### src/rtl/bmns_pkg.sv
// shared constants, types and bit-search functions of the bitmap scanner
`default_nettype none
package bmns_pkg;

  localparam int BITMAP_WORDS = 64;
  localparam int WordW        = 64;
  localparam int BitW         = 6;
  localparam int CursorW      = 13;
  localparam int WordNumW     = CursorW - BitW;
  localparam int WordIdxW     = 6;
  localparam int WordAddrW    = (BITMAP_WORDS > 1) ? $clog2(BITMAP_WORDS) : 1;
  localparam int SpanCap      = BITMAP_WORDS * WordW;
  localparam int BaseW        = 32;
  localparam int PosW         = 33;
  localparam int OpW          = 3;
  localparam int PaddrW       = 3;
  localparam int PdataW       = 32;

  localparam logic [OpW-1:0] OP_WRITE     = 3'd0;
  localparam logic [OpW-1:0] OP_NEXT_ONE  = 3'd1;
  localparam logic [OpW-1:0] OP_NEXT_ZERO = 3'd2;
  localparam logic [OpW-1:0] OP_FIND_LAST = 3'd3;
  localparam logic [OpW-1:0] OP_REWIND    = 3'd4;

  localparam logic REG_SPAN_LENGTH = 1'b0;
  localparam logic REG_BASE_INDEX  = 1'b1;

  typedef struct packed {
    logic            nxt_hit;
    logic [BitW-1:0] nxt_bit;
    logic            one_hit;
    logic [BitW-1:0] one_bit;
    logic            zero_hit;
    logic [BitW-1:0] zero_bit;
  } word_res_t;

  // two-level search: pick the lowest nonzero byte, then the lowest bit in it
  function automatic logic [BitW-1:0] lowest_idx(input logic [WordW-1:0] v);
    logic [7:0] nz;
    logic [2:0] bsel;
    logic [2:0] isel;
    logic [7:0] byt;
    nz   = '0;
    bsel = '0;
    isel = '0;
    for (int j = 0; j < 8; j++) nz[j] = |v[8*j +: 8];
    for (int j = 7; j >= 0; j--) if (nz[j]) bsel = 3'(j);
    byt = v[8*bsel +: 8];
    for (int k = 7; k >= 0; k--) if (byt[k]) isel = 3'(k);
    return {bsel, isel};
  endfunction

  function automatic logic [BitW-1:0] highest_idx(input logic [WordW-1:0] v);
    logic [7:0] nz;
    logic [2:0] bsel;
    logic [2:0] isel;
    logic [7:0] byt;
    nz   = '0;
    bsel = '0;
    isel = '0;
    for (int j = 0; j < 8; j++) nz[j] = |v[8*j +: 8];
    for (int j = 0; j < 8; j++) if (nz[j]) bsel = 3'(j);
    byt = v[8*bsel +: 8];
    for (int k = 0; k < 8; k++) if (byt[k]) isel = 3'(k);
    return {bsel, isel};
  endfunction

endpackage
`default_nettype wire

### src/rtl/bitmap_next_and_last_bit_scanner.sv
// top level: item sequencer, cursors, apb registers and result register
//
// Input beats (op, word_index, word_data) arrive on a valid/ready channel and
// each yields exactly one result beat on the output valid/ready channel.
// A write, rewind or unknown op, or a query that needs no word (cursor at the
// span end, empty span), goes straight to the result stage. A next-one /
// next-zero query walks the bitmap upward from its cursor word, one word per
// cycle through the registered read port of the word store; find-last walks
// downward from the span's top word until both a set and a clear bit are seen
// or word zero is reached. in_ready_o is high only while no item is in work,
// so the block does not take a new item before it is through with the last.
// A finished result sits in the output register until out_ready_i takes it;
// the next item may be accepted meanwhile, and its own result then waits in
// the sequencer, with in_ready_o low, until the output register frees up.
// Registers over apb: span_length at 0x0, base_index at 0x4; any write puts
// both cursors back to zero. pready is tied high.
// Reset (rst_ni low) clears cursors, sets span_length to 4096, base_index to
// zero and empties the output register; bitmap words are undefined until written.
`default_nettype none
module bitmap_next_and_last_bit_scanner
  import bmns_pkg::*;
(
  input  wire logic              clk_i,
  input  wire logic              rst_ni,
  input  wire logic              in_valid_i,
  output logic                   in_ready_o,
  input  wire logic [OpW-1:0]    op_i,
  input  wire logic [WordIdxW-1:0] word_index_i,
  input  wire logic [WordW-1:0]  word_data_i,
  output logic                   out_valid_o,
  input  wire logic              out_ready_i,
  output logic                   one_found_o,
  output logic [PosW-1:0]        one_position_o,
  output logic                   zero_found_o,
  output logic [PosW-1:0]        zero_position_o,
  input  wire logic              psel,
  input  wire logic              penable,
  input  wire logic              pwrite,
  input  wire logic [PaddrW-1:0] paddr,
  input  wire logic [PdataW-1:0] pwdata,
  output logic [PdataW-1:0]      prdata,
  output logic                   pready
);

  localparam int IdxExtW = WordIdxW + WordAddrW;

  typedef enum logic [1:0] {
    ST_IDLE,
    ST_SCAN,
    ST_DONE
  } state_e;

  state_e              state_q;
  logic [OpW-1:0]      op_q;
  logic [CursorW-1:0]  cursor_one_q;
  logic [CursorW-1:0]  cursor_zero_q;
  logic [CursorW-1:0]  span_q;
  logic [BaseW-1:0]    base_q;
  logic [CursorW-1:0]  from_q;
  logic [WordNumW-1:0] rd_word_q;
  logic [WordNumW-1:0] ev_word_q;
  logic [WordNumW-1:0] last_word_q;
  logic                iss_q;
  logic                ev_vld_q;
  logic                res_one_found_q;
  logic [CursorW-1:0]  res_one_pos_q;
  logic                res_zero_found_q;
  logic [CursorW-1:0]  res_zero_pos_q;
  logic                out_valid_q;
  logic                out_one_found_q;
  logic [PosW-1:0]     out_one_pos_q;
  logic                out_zero_found_q;
  logic [PosW-1:0]     out_zero_pos_q;

  logic [CursorW-1:0]  len_eff;
  logic [CursorW-1:0]  len_m1;
  logic                in_acc;
  logic                cfg_wr;
  logic [IdxExtW-1:0]  wi_ext;
  logic                ram_wr;
  logic [WordW-1:0]    ram_rd_data;
  word_res_t           wres;
  logic [CursorW-1:0]  hit_pos;
  logic                fl_one;
  logic                fl_zero;

  assign len_eff = (int'(span_q) > SpanCap) ? CursorW'(SpanCap) : span_q;
  assign len_m1  = len_eff - CursorW'(1);

  assign in_ready_o = (state_q == ST_IDLE);
  assign in_acc     = in_valid_i && in_ready_o;
  assign cfg_wr     = psel && penable && pwrite;
  assign pready     = 1'b1;
  assign prdata     = paddr[2] ? base_q : PdataW'(span_q);

  assign wi_ext = IdxExtW'(word_index_i);
  assign ram_wr = in_acc && (op_i == OP_WRITE) && (wi_ext < IdxExtW'(BITMAP_WORDS));

  bmns_ram u_ram (
    .clk_i     (clk_i),
    .wr_en_i   (ram_wr),
    .wr_addr_i (wi_ext[WordAddrW-1:0]),
    .wr_data_i (word_data_i),
    .rd_addr_i (WordAddrW'(rd_word_q)),
    .rd_data_o (ram_rd_data)
  );

  bmns_word u_word (
    .data_i     (ram_rd_data),
    .word_num_i (ev_word_q),
    .len_i      (len_eff),
    .from_i     (from_q),
    .from_en_i  (op_q != OP_FIND_LAST),
    .want_one_i (op_q == OP_NEXT_ONE),
    .res_o      (wres)
  );

  assign hit_pos = {ev_word_q, wres.nxt_bit};
  assign fl_one  = res_one_found_q || wres.one_hit;
  assign fl_zero = res_zero_found_q || wres.zero_hit;

  always_ff @(posedge clk_i or negedge rst_ni) begin
    if (!rst_ni) begin
      state_q          <= ST_IDLE;
      op_q             <= OP_WRITE;
      cursor_one_q     <= '0;
      cursor_zero_q    <= '0;
      span_q           <= CursorW'(4096);
      base_q           <= '0;
      from_q           <= '0;
      rd_word_q        <= '0;
      ev_word_q        <= '0;
      last_word_q      <= '0;
      iss_q            <= 1'b0;
      ev_vld_q         <= 1'b0;
      res_one_found_q  <= 1'b0;
      res_one_pos_q    <= '0;
      res_zero_found_q <= 1'b0;
      res_zero_pos_q   <= '0;
      out_valid_q      <= 1'b0;
      out_one_found_q  <= 1'b0;
      out_one_pos_q    <= '0;
      out_zero_found_q <= 1'b0;
      out_zero_pos_q   <= '0;
    end else begin
      if (out_ready_i) begin
        out_valid_q <= 1'b0;
      end

      unique case (state_q)
        ST_IDLE: begin
          if (in_acc) begin
            op_q             <= op_i;
            res_one_found_q  <= 1'b0;
            res_one_pos_q    <= '0;
            res_zero_found_q <= 1'b0;
            res_zero_pos_q   <= '0;
            iss_q            <= 1'b1;
            ev_vld_q         <= 1'b0;
            last_word_q      <= len_m1[CursorW-1:BitW];
            state_q          <= ST_DONE;
            unique case (op_i)
              OP_NEXT_ONE: begin
                from_q    <= cursor_one_q;
                rd_word_q <= cursor_one_q[CursorW-1:BitW];
                if (cursor_one_q < len_eff) state_q <= ST_SCAN;
              end
              OP_NEXT_ZERO: begin
                from_q    <= cursor_zero_q;
                rd_word_q <= cursor_zero_q[CursorW-1:BitW];
                if (cursor_zero_q < len_eff) state_q <= ST_SCAN;
              end
              OP_FIND_LAST: begin
                rd_word_q <= len_m1[CursorW-1:BitW];
                if (len_eff != '0) state_q <= ST_SCAN;
              end
              OP_REWIND: begin
                cursor_one_q  <= '0;
                cursor_zero_q <= '0;
              end
              default: begin
              end
            endcase
          end
        end

        ST_SCAN: begin
          // read pipeline: issue one word address per cycle, evaluate it in the next cycle
          ev_vld_q  <= iss_q;
          ev_word_q <= rd_word_q;
          if (iss_q) begin
            if (op_q == OP_FIND_LAST) begin
              if (rd_word_q == '0) iss_q <= 1'b0;
              else rd_word_q <= rd_word_q - WordNumW'(1);
            end else begin
              if (rd_word_q == last_word_q) iss_q <= 1'b0;
              else rd_word_q <= rd_word_q + WordNumW'(1);
            end
          end
          if (ev_vld_q) begin
            if (op_q == OP_FIND_LAST) begin
              if (!res_one_found_q && wres.one_hit) begin
                res_one_found_q <= 1'b1;
                res_one_pos_q   <= {ev_word_q, wres.one_bit};
              end
              if (!res_zero_found_q && wres.zero_hit) begin
                res_zero_found_q <= 1'b1;
                res_zero_pos_q   <= {ev_word_q, wres.zero_bit};
              end
              if ((fl_one && fl_zero) || (ev_word_q == '0)) state_q <= ST_DONE;
            end else if (wres.nxt_hit) begin
              state_q <= ST_DONE;
              if (op_q == OP_NEXT_ONE) begin
                res_one_found_q <= 1'b1;
                res_one_pos_q   <= hit_pos;
                cursor_one_q    <= hit_pos + CursorW'(1);
              end else begin
                res_zero_found_q <= 1'b1;
                res_zero_pos_q   <= hit_pos;
                cursor_zero_q    <= hit_pos + CursorW'(1);
              end
            end else if (ev_word_q == last_word_q) begin
              // miss: park the cursor at the span end
              state_q <= ST_DONE;
              if (op_q == OP_NEXT_ONE) cursor_one_q <= len_eff;
              else cursor_zero_q <= len_eff;
            end
          end
        end

        ST_DONE: begin
          if (!out_valid_q || out_ready_i) begin
            out_valid_q      <= 1'b1;
            out_one_found_q  <= res_one_found_q;
            out_one_pos_q    <= res_one_found_q
                                ? ({1'b0, base_q} + PosW'(res_one_pos_q)) : '0;
            out_zero_found_q <= res_zero_found_q;
            out_zero_pos_q   <= res_zero_found_q
                                ? ({1'b0, base_q} + PosW'(res_zero_pos_q)) : '0;
            state_q          <= ST_IDLE;
          end
        end

        default: begin
          state_q <= ST_IDLE;
        end
      endcase

      if (cfg_wr) begin
        unique case (paddr[2])
          REG_SPAN_LENGTH: span_q <= pwdata[CursorW-1:0];
          REG_BASE_INDEX:  base_q <= pwdata[BaseW-1:0];
          default: begin
          end
        endcase
        cursor_one_q  <= '0;
        cursor_zero_q <= '0;
      end
    end
  end

  assign out_valid_o     = out_valid_q;
  assign one_found_o     = out_one_found_q;
  assign one_position_o  = out_one_pos_q;
  assign zero_found_o    = out_zero_found_q;
  assign zero_position_o = out_zero_pos_q;

endmodule
`default_nettype wire

### src/rtl/bmns_ram.sv
// bitmap word store, one write port and one registered read port
`default_nettype none
module bmns_ram
  import bmns_pkg::*;
(
  input  wire logic                 clk_i,
  input  wire logic                 wr_en_i,
  input  wire logic [WordAddrW-1:0] wr_addr_i,
  input  wire logic [WordW-1:0]     wr_data_i,
  input  wire logic [WordAddrW-1:0] rd_addr_i,
  output logic      [WordW-1:0]     rd_data_o
);

  logic [WordW-1:0] mem [BITMAP_WORDS];

  always_ff @(posedge clk_i) begin
    if (wr_en_i) begin
      mem[wr_addr_i] <= wr_data_i;
    end
  end

  always_ff @(posedge clk_i) begin
    rd_data_o <= mem[rd_addr_i];
  end

endmodule
`default_nettype wire

### src/rtl/bmns_word.sv
// per-word unit: span and cursor masking, lowest match and highest ones/zeros
`default_nettype none
module bmns_word
  import bmns_pkg::*;
(
  input  wire logic [WordW-1:0]    data_i,
  input  wire logic [WordNumW-1:0] word_num_i,
  input  wire logic [CursorW-1:0]  len_i,
  input  wire logic [CursorW-1:0]  from_i,
  input  wire logic                from_en_i,
  input  wire logic                want_one_i,
  output word_res_t                res_o
);

  logic [WordW-1:0] span_m;
  logic [WordW-1:0] from_m;
  logic [WordW-1:0] nxt_v;
  logic [WordW-1:0] ones_v;
  logic [WordW-1:0] zeros_v;
  logic [WordNumW-1:0] len_word;
  logic [BitW-1:0]     len_bit;

  assign len_word = len_i[CursorW-1:BitW];
  assign len_bit  = len_i[BitW-1:0];

  always_comb begin
    if (word_num_i < len_word) begin
      span_m = '1;
    end else if (word_num_i == len_word) begin
      span_m = (WordW'(1) << len_bit) - WordW'(1);
    end else begin
      span_m = '0;
    end
  end

  // the cursor word drops bits below the cursor when from_en_i is set
  assign from_m  = (from_en_i && (word_num_i == from_i[CursorW-1:BitW]))
                   ? ('1 << from_i[BitW-1:0]) : '1;
  assign nxt_v   = (want_one_i ? data_i : ~data_i) & span_m & from_m;
  assign ones_v  = data_i & span_m;
  assign zeros_v = ~data_i & span_m;

  always_comb begin
    res_o.nxt_hit  = |nxt_v;
    res_o.nxt_bit  = lowest_idx(nxt_v);
    res_o.one_hit  = |ones_v;
    res_o.one_bit  = highest_idx(ones_v);
    res_o.zero_hit = |zeros_v;
    res_o.zero_bit = highest_idx(zeros_v);
  end

endmodule
`default_nettype wire
### config.mk
export PLATFORM = sky130hd
export DESIGN_NAME = bitmap_next_and_last_bit_scanner
export DESIGN_NICKNAME = d
export VERILOG_FILES = /design/src/rtl/bmns_pkg.sv /design/src/rtl/bitmap_next_and_last_bit_scanner.sv /design/src/rtl/bmns_ram.sv /design/src/rtl/bmns_word.sv
export SDC_FILE = /design/constraint.sdc
export NUM_CORES = 2
export LEC_CHECK = 0
export BUFFER_PORTS_ARGS = -buffer_cell sky130_fd_sc_hd__buf_2
export CORE_ASPECT_RATIO = 1.25
export CORE_MARGIN = 2
export CORE_UTILIZATION = 40
export CTS_CLUSTER_SIZE = 12
export DETAILED_ROUTE_END_ITERATION = 6
export PLACE_DENSITY = 0.59
export SLEW_MARGIN = 10
export SYNTH_ARGS = -nofsm -noshare
export SYNTH_HDL_FRONTEND = slang
export SYNTH_SLANG_ARGS = --single-unit
### constraint.sdc
create_clock -name clk_i -period 8.8 [get_ports clk_i]
set_clock_uncertainty 0.2 [all_clocks]
set_input_delay 0.44 -clock clk_i [delete_from_list [all_inputs] [get_ports clk_i]]
set_output_delay 0.44 -clock clk_i [all_outputs]
set_load 0.05 [all_outputs]
==> out/results.txt <==
status: finished clean
sum of routed wire length over all layers: 542,500 um
buffers inserted by post-CTS timing repair: 0
Post-Synthesis Cells: 8,377
die outline width: 596.3 um
layer with the highest usage: met2
Worst Hold Margin: 0.06851 ns
critical path data arrival time: 8.41 ns
first-pass GRT wire length: 747,200 um
number of setup violations in the final report: 0
final total negative setup slack: 0 ns
Final min period: 7.785 ns
required time reported for the critical path endpoint: 9.43 ns
via count: 90,961
CTS tree: yes
type of the worst setup path: flop to flop
met2 Resource Use GR: 0.4190
count of flip-flops with a built-in enable after synthesis: 4,096
area growth from synthesis to final layout: 13.74%
global routing met1 resource utilization: 0.3127
most used cells in the layout excluding fill and tap cells: sky130_fd_sc_hd__edfxtp_1 (4,096), sky130_fd_sc_hd__mux4_2 (1,346), sky130_fd_sc_hd__clkbuf_16 (429)
number of antenna violations at the first check in global routing: 44
f_max: 128.5 MHz
total standard cell area after synthesis: 175,400 um^2
number of flip-flops and latches in the synthesized netlist: 4,369
fraction of layout instances using a drive strength above 1: 0.2841
DRC violation count after routing: 0
detail-routed net length per standard cell: 36.08 um
post-synthesis cell type count: 117
first-pass detailed-route iteration total: 6
Lkg Pwr: 62.28 nW
clock slew seen by the registers of the worst setup and hold paths: 0.06 ns
Initial Utilization: 0.4023
global-route usage over all layers: 0.2420
setup repair after global routing missed its margin: false
Root Buffer Master: sky130_fd_sc_hd__clkbuf_16
largest net degree at the start of global routing: 127
biggest fanout along the worst timing path: 39
leading cell type in the layout, fill and taps excluded: sky130_fd_sc_hd__edfxtp_1
Layout Nets: 9,205
number of warnings printed during yosys synthesis: 0
vias per cell: 6.050
async set-reset flop share out of synthesis: 0.04784
overall die height: 744.4 um
normalized max-slew margin: 0.1199
half-perimeter wire length after placement: 311,900 um
post-cts repair resize count: 0
Final Slew Violations: 0
share of synthesized area occupied by flip-flops and latches: 0.7383
number of clock buffers inserted by TritonCTS: 423
number of hold buffers added after CTS: 112
Filler Cells Inserted: 36,237
hold violation total from the final report: 0
total placed cells including tap cells: 14,217
global route overflow: 0
element type at the critical path end: flop
final non-filler cell total: 15,034
Top FF cell, synth: sky130_fd_sc_hd__edfxtp_1
placeable core region: 436,100 um^2
source-to-sink clock delay at the later pin of the worst-skew pair: 1.01 ns
critical path startpoint category: flop
global placer's final weighted congestion: 0.9352
average instance area after synthesis: 20.94 um^2
Worst Hold Class: primary input to flop
number of global-route vias before repair: 92,092
met3 usage in global routing: 0.03091
I/O Buffers: 214
max cap viols: 0
standard-cell rows: 271
power density cells: 308.6 nW/um^2
TritonCTS sink count: 4,369
die area: 443,900 um^2
number of levels in the clock H-tree: 5
post-synth net total: 8,559
I/O Pins: 218
fin util: 0.4575
actual slew at the worst max-slew pin: 1.317 ns
remaining antenna violation count: 0
IR drop worst, VDD: 0.2420 mV
DRT iter0 DRCs: 10,815
sum of internal, switching and leakage power: 0.06156 W
period utilization: 0.8846
Longest Clk Path Bufs: 4
cell usage after synthesis, types with 35 or more instances:
master / instances / area (um^2)
sky130_fd_sc_hd__ha_1: 64 / 800.8
sky130_fd_sc_hd__xnor2_1: 135 / 1182
sky130_fd_sc_hd__nand4_1: 37 / 231.5
sky130_fd_sc_hd__clkbuf_1: 321 / 1205
sky130_fd_sc_hd__nor3_1: 52 / 260.3
sky130_fd_sc_hd__dfxtp_1: 64 / 1281
sky130_fd_sc_hd__mux2_2: 77 / 867.1
sky130_fd_sc_hd__inv_1: 55 / 206.5
sky130_fd_sc_hd__o21ai_0: 216 / 1081
sky130_fd_sc_hd__nor2_1: 281 / 1055
sky130_fd_sc_hd__a21oi_1: 171 / 855.8
sky130_fd_sc_hd__nand2_1: 332 / 1246
sky130_fd_sc_hd__a31oi_1: 35 / 219.0
sky130_fd_sc_hd__buf_2: 51 / 255.2
sky130_fd_sc_hd__nand2b_1: 42 / 262.8
sky130_fd_sc_hd__mux2i_1: 39 / 390.4
sky130_fd_sc_hd__nor2b_1: 43 / 269.0
sky130_fd_sc_hd__buf_1: 94 / 352.8
sky130_fd_sc_hd__mux4_2: 1346 / 30310
sky130_fd_sc_hd__edfxtp_1: 4096 / 123000
sky130_fd_sc_hd__nand3_1: 55 / 275.3
sky130_fd_sc_hd__xor2_1: 37 / 324.1
sky130_fd_sc_hd__dfrtp_1: 208 / 5205
cell families (layout without fill, tap and decap cells):
family / Yosys count / count (layout) / share of synthesized area
and+or+nand+nor: 1018 / 1018 / 0.02798
adders and majority gates: 67 / 67 / 0.004908
xor gates and xnor gates: 173 / 173 / 0.008681
buffers and inverters: 531 / 1428 / 0.01198
AOI/OAI and AO/OA: 756 / 756 / 0.02810
DFF: 4369 / 4369 / 0.7383
other: 1 / 28 / 0.00002138
muxes: 1462 / 1462 / 0.1800
layer usage:
metal | part of all wire | vias to the layer above
li1 | - | 36268
met1 | 0.39 | 49846
met2 | 0.51 | 3994
met3 | 0.064 | 837
met4 | 0.040 | 16
met5 | 0.00021 | -
final timing paths:
check,startpoint,end,slack [ns],depth (start not counted)
max,span_q[12]$_DFFE_PN1P_,cursor_one_q[8]$_DFFE_PN0P_,1.02,27
min,word_data_i[53],u_ram.mem[31][53]$_DFFE_PP_,0.07,1
max reg2reg,span_q[12]$_DFFE_PN1P_,cursor_one_q[8]$_DFFE_PN0P_,1.02,27
min reg2reg,one_position_o[10]$_DFFE_PN0P_,one_position_o[10]$_DFFE_PN0P_,0.27,2
max in group asynchronous,rst_ni,rd_word_q[5]$_DFFE_PN0P_,7.03,4
min in group asynchronous,rst_ni,span_q[12]$_DFFE_PN1P_,0.35,3
report_power, final:
group	switching (W)	internal (W)
Sequential	0.000943	0.0232
Combinational	0.0116	0.00899
Clock	0.00757	0.00927
cell type report:
cell class	instances	area [um^2]	area share
inverters	56	210.2	0.001054
clock buffers	604	11490	0.05760
well taps	5733	7173	0.03595
flip-flops and latches	4369	129500	0.6493
diodes	27	67.56	0.0003387
multi-input cells	3477	44310	0.2221
clock inverters	72	884.6	0.004434
repair buffers	696	5839	0.02927
critical path, cell delays in order, from the launching register on:
cell	delay, ns
sky130_fd_sc_hd__dfstp_2	0.54
sky130_fd_sc_hd__buf_4	0.42
sky130_fd_sc_hd__or3_1	0.48
sky130_fd_sc_hd__o21ai_2	0.13
sky130_fd_sc_hd__nand3_1	0.13
sky130_fd_sc_hd__ha_1	0.40
sky130_fd_sc_hd__o31a_4	0.31
sky130_fd_sc_hd__and3_1	0.23
sky130_fd_sc_hd__o211ai_1	0.13
sky130_fd_sc_hd__xnor2_1	0.59
sky130_fd_sc_hd__o32ai_1	0.16
sky130_fd_sc_hd__a211o_1	0.37
sky130_fd_sc_hd__nor3_4	0.22
sky130_fd_sc_hd__buf_12	0.14
sky130_fd_sc_hd__a2111oi_4	0.07
sky130_fd_sc_hd__buf_4	0.17
sky130_fd_sc_hd__or2_2	0.32
sky130_fd_sc_hd__buf_4	0.22
sky130_fd_sc_hd__o221a_2	0.16
sky130_fd_sc_hd__o31ai_1	0.49
sky130_fd_sc_hd__nor3b_1	0.25
sky130_fd_sc_hd__o21ai_1	0.10
sky130_fd_sc_hd__a21oi_1	0.25
sky130_fd_sc_hd__ha_1	0.25
sky130_fd_sc_hd__o2111a_2	0.34
sky130_fd_sc_hd__nand3_1	0.12
sky130_fd_sc_hd__xor2_1	0.22
sky130_fd_sc_hd__o221ai_1	0.14
registers in the layout, indices dropped and copies added (netlist names):
| signal | cells |
|---|---|
| last_word_q | 7 |
| out_valid_o | 1 |
| ev_word_q | 7 |
| state_q | 2 |
| u_ram.mem | 4096 |
| res_zero_found_q | 1 |
| one_found_o | 1 |
| zero_position_o | 33 |
| op_q | 3 |
| iss_q | 1 |
| cursor_zero_q | 13 |
| one_position_o | 33 |
| res_zero_pos_q | 13 |
| zero_found_o | 1 |
| from_q | 13 |
| res_one_found_q | 1 |
| cursor_one_q | 13 |
| res_one_pos_q | 13 |
| u_ram.rd_data_o | 64 |
| span_q | 13 |
| base_q | 32 |
| ev_vld_q | 1 |
| rd_word_q | 7 |
metrics by stage:
stage	worst slack (ns)	cell area, um^2
floorplan	2.301	175400
CTS	1.081	199400
global route	0.6494	199500
finish	1.015	199500
global placement	1.216	185800
detailed placement	1.139	185900
(Power assumes the default switching activity.)
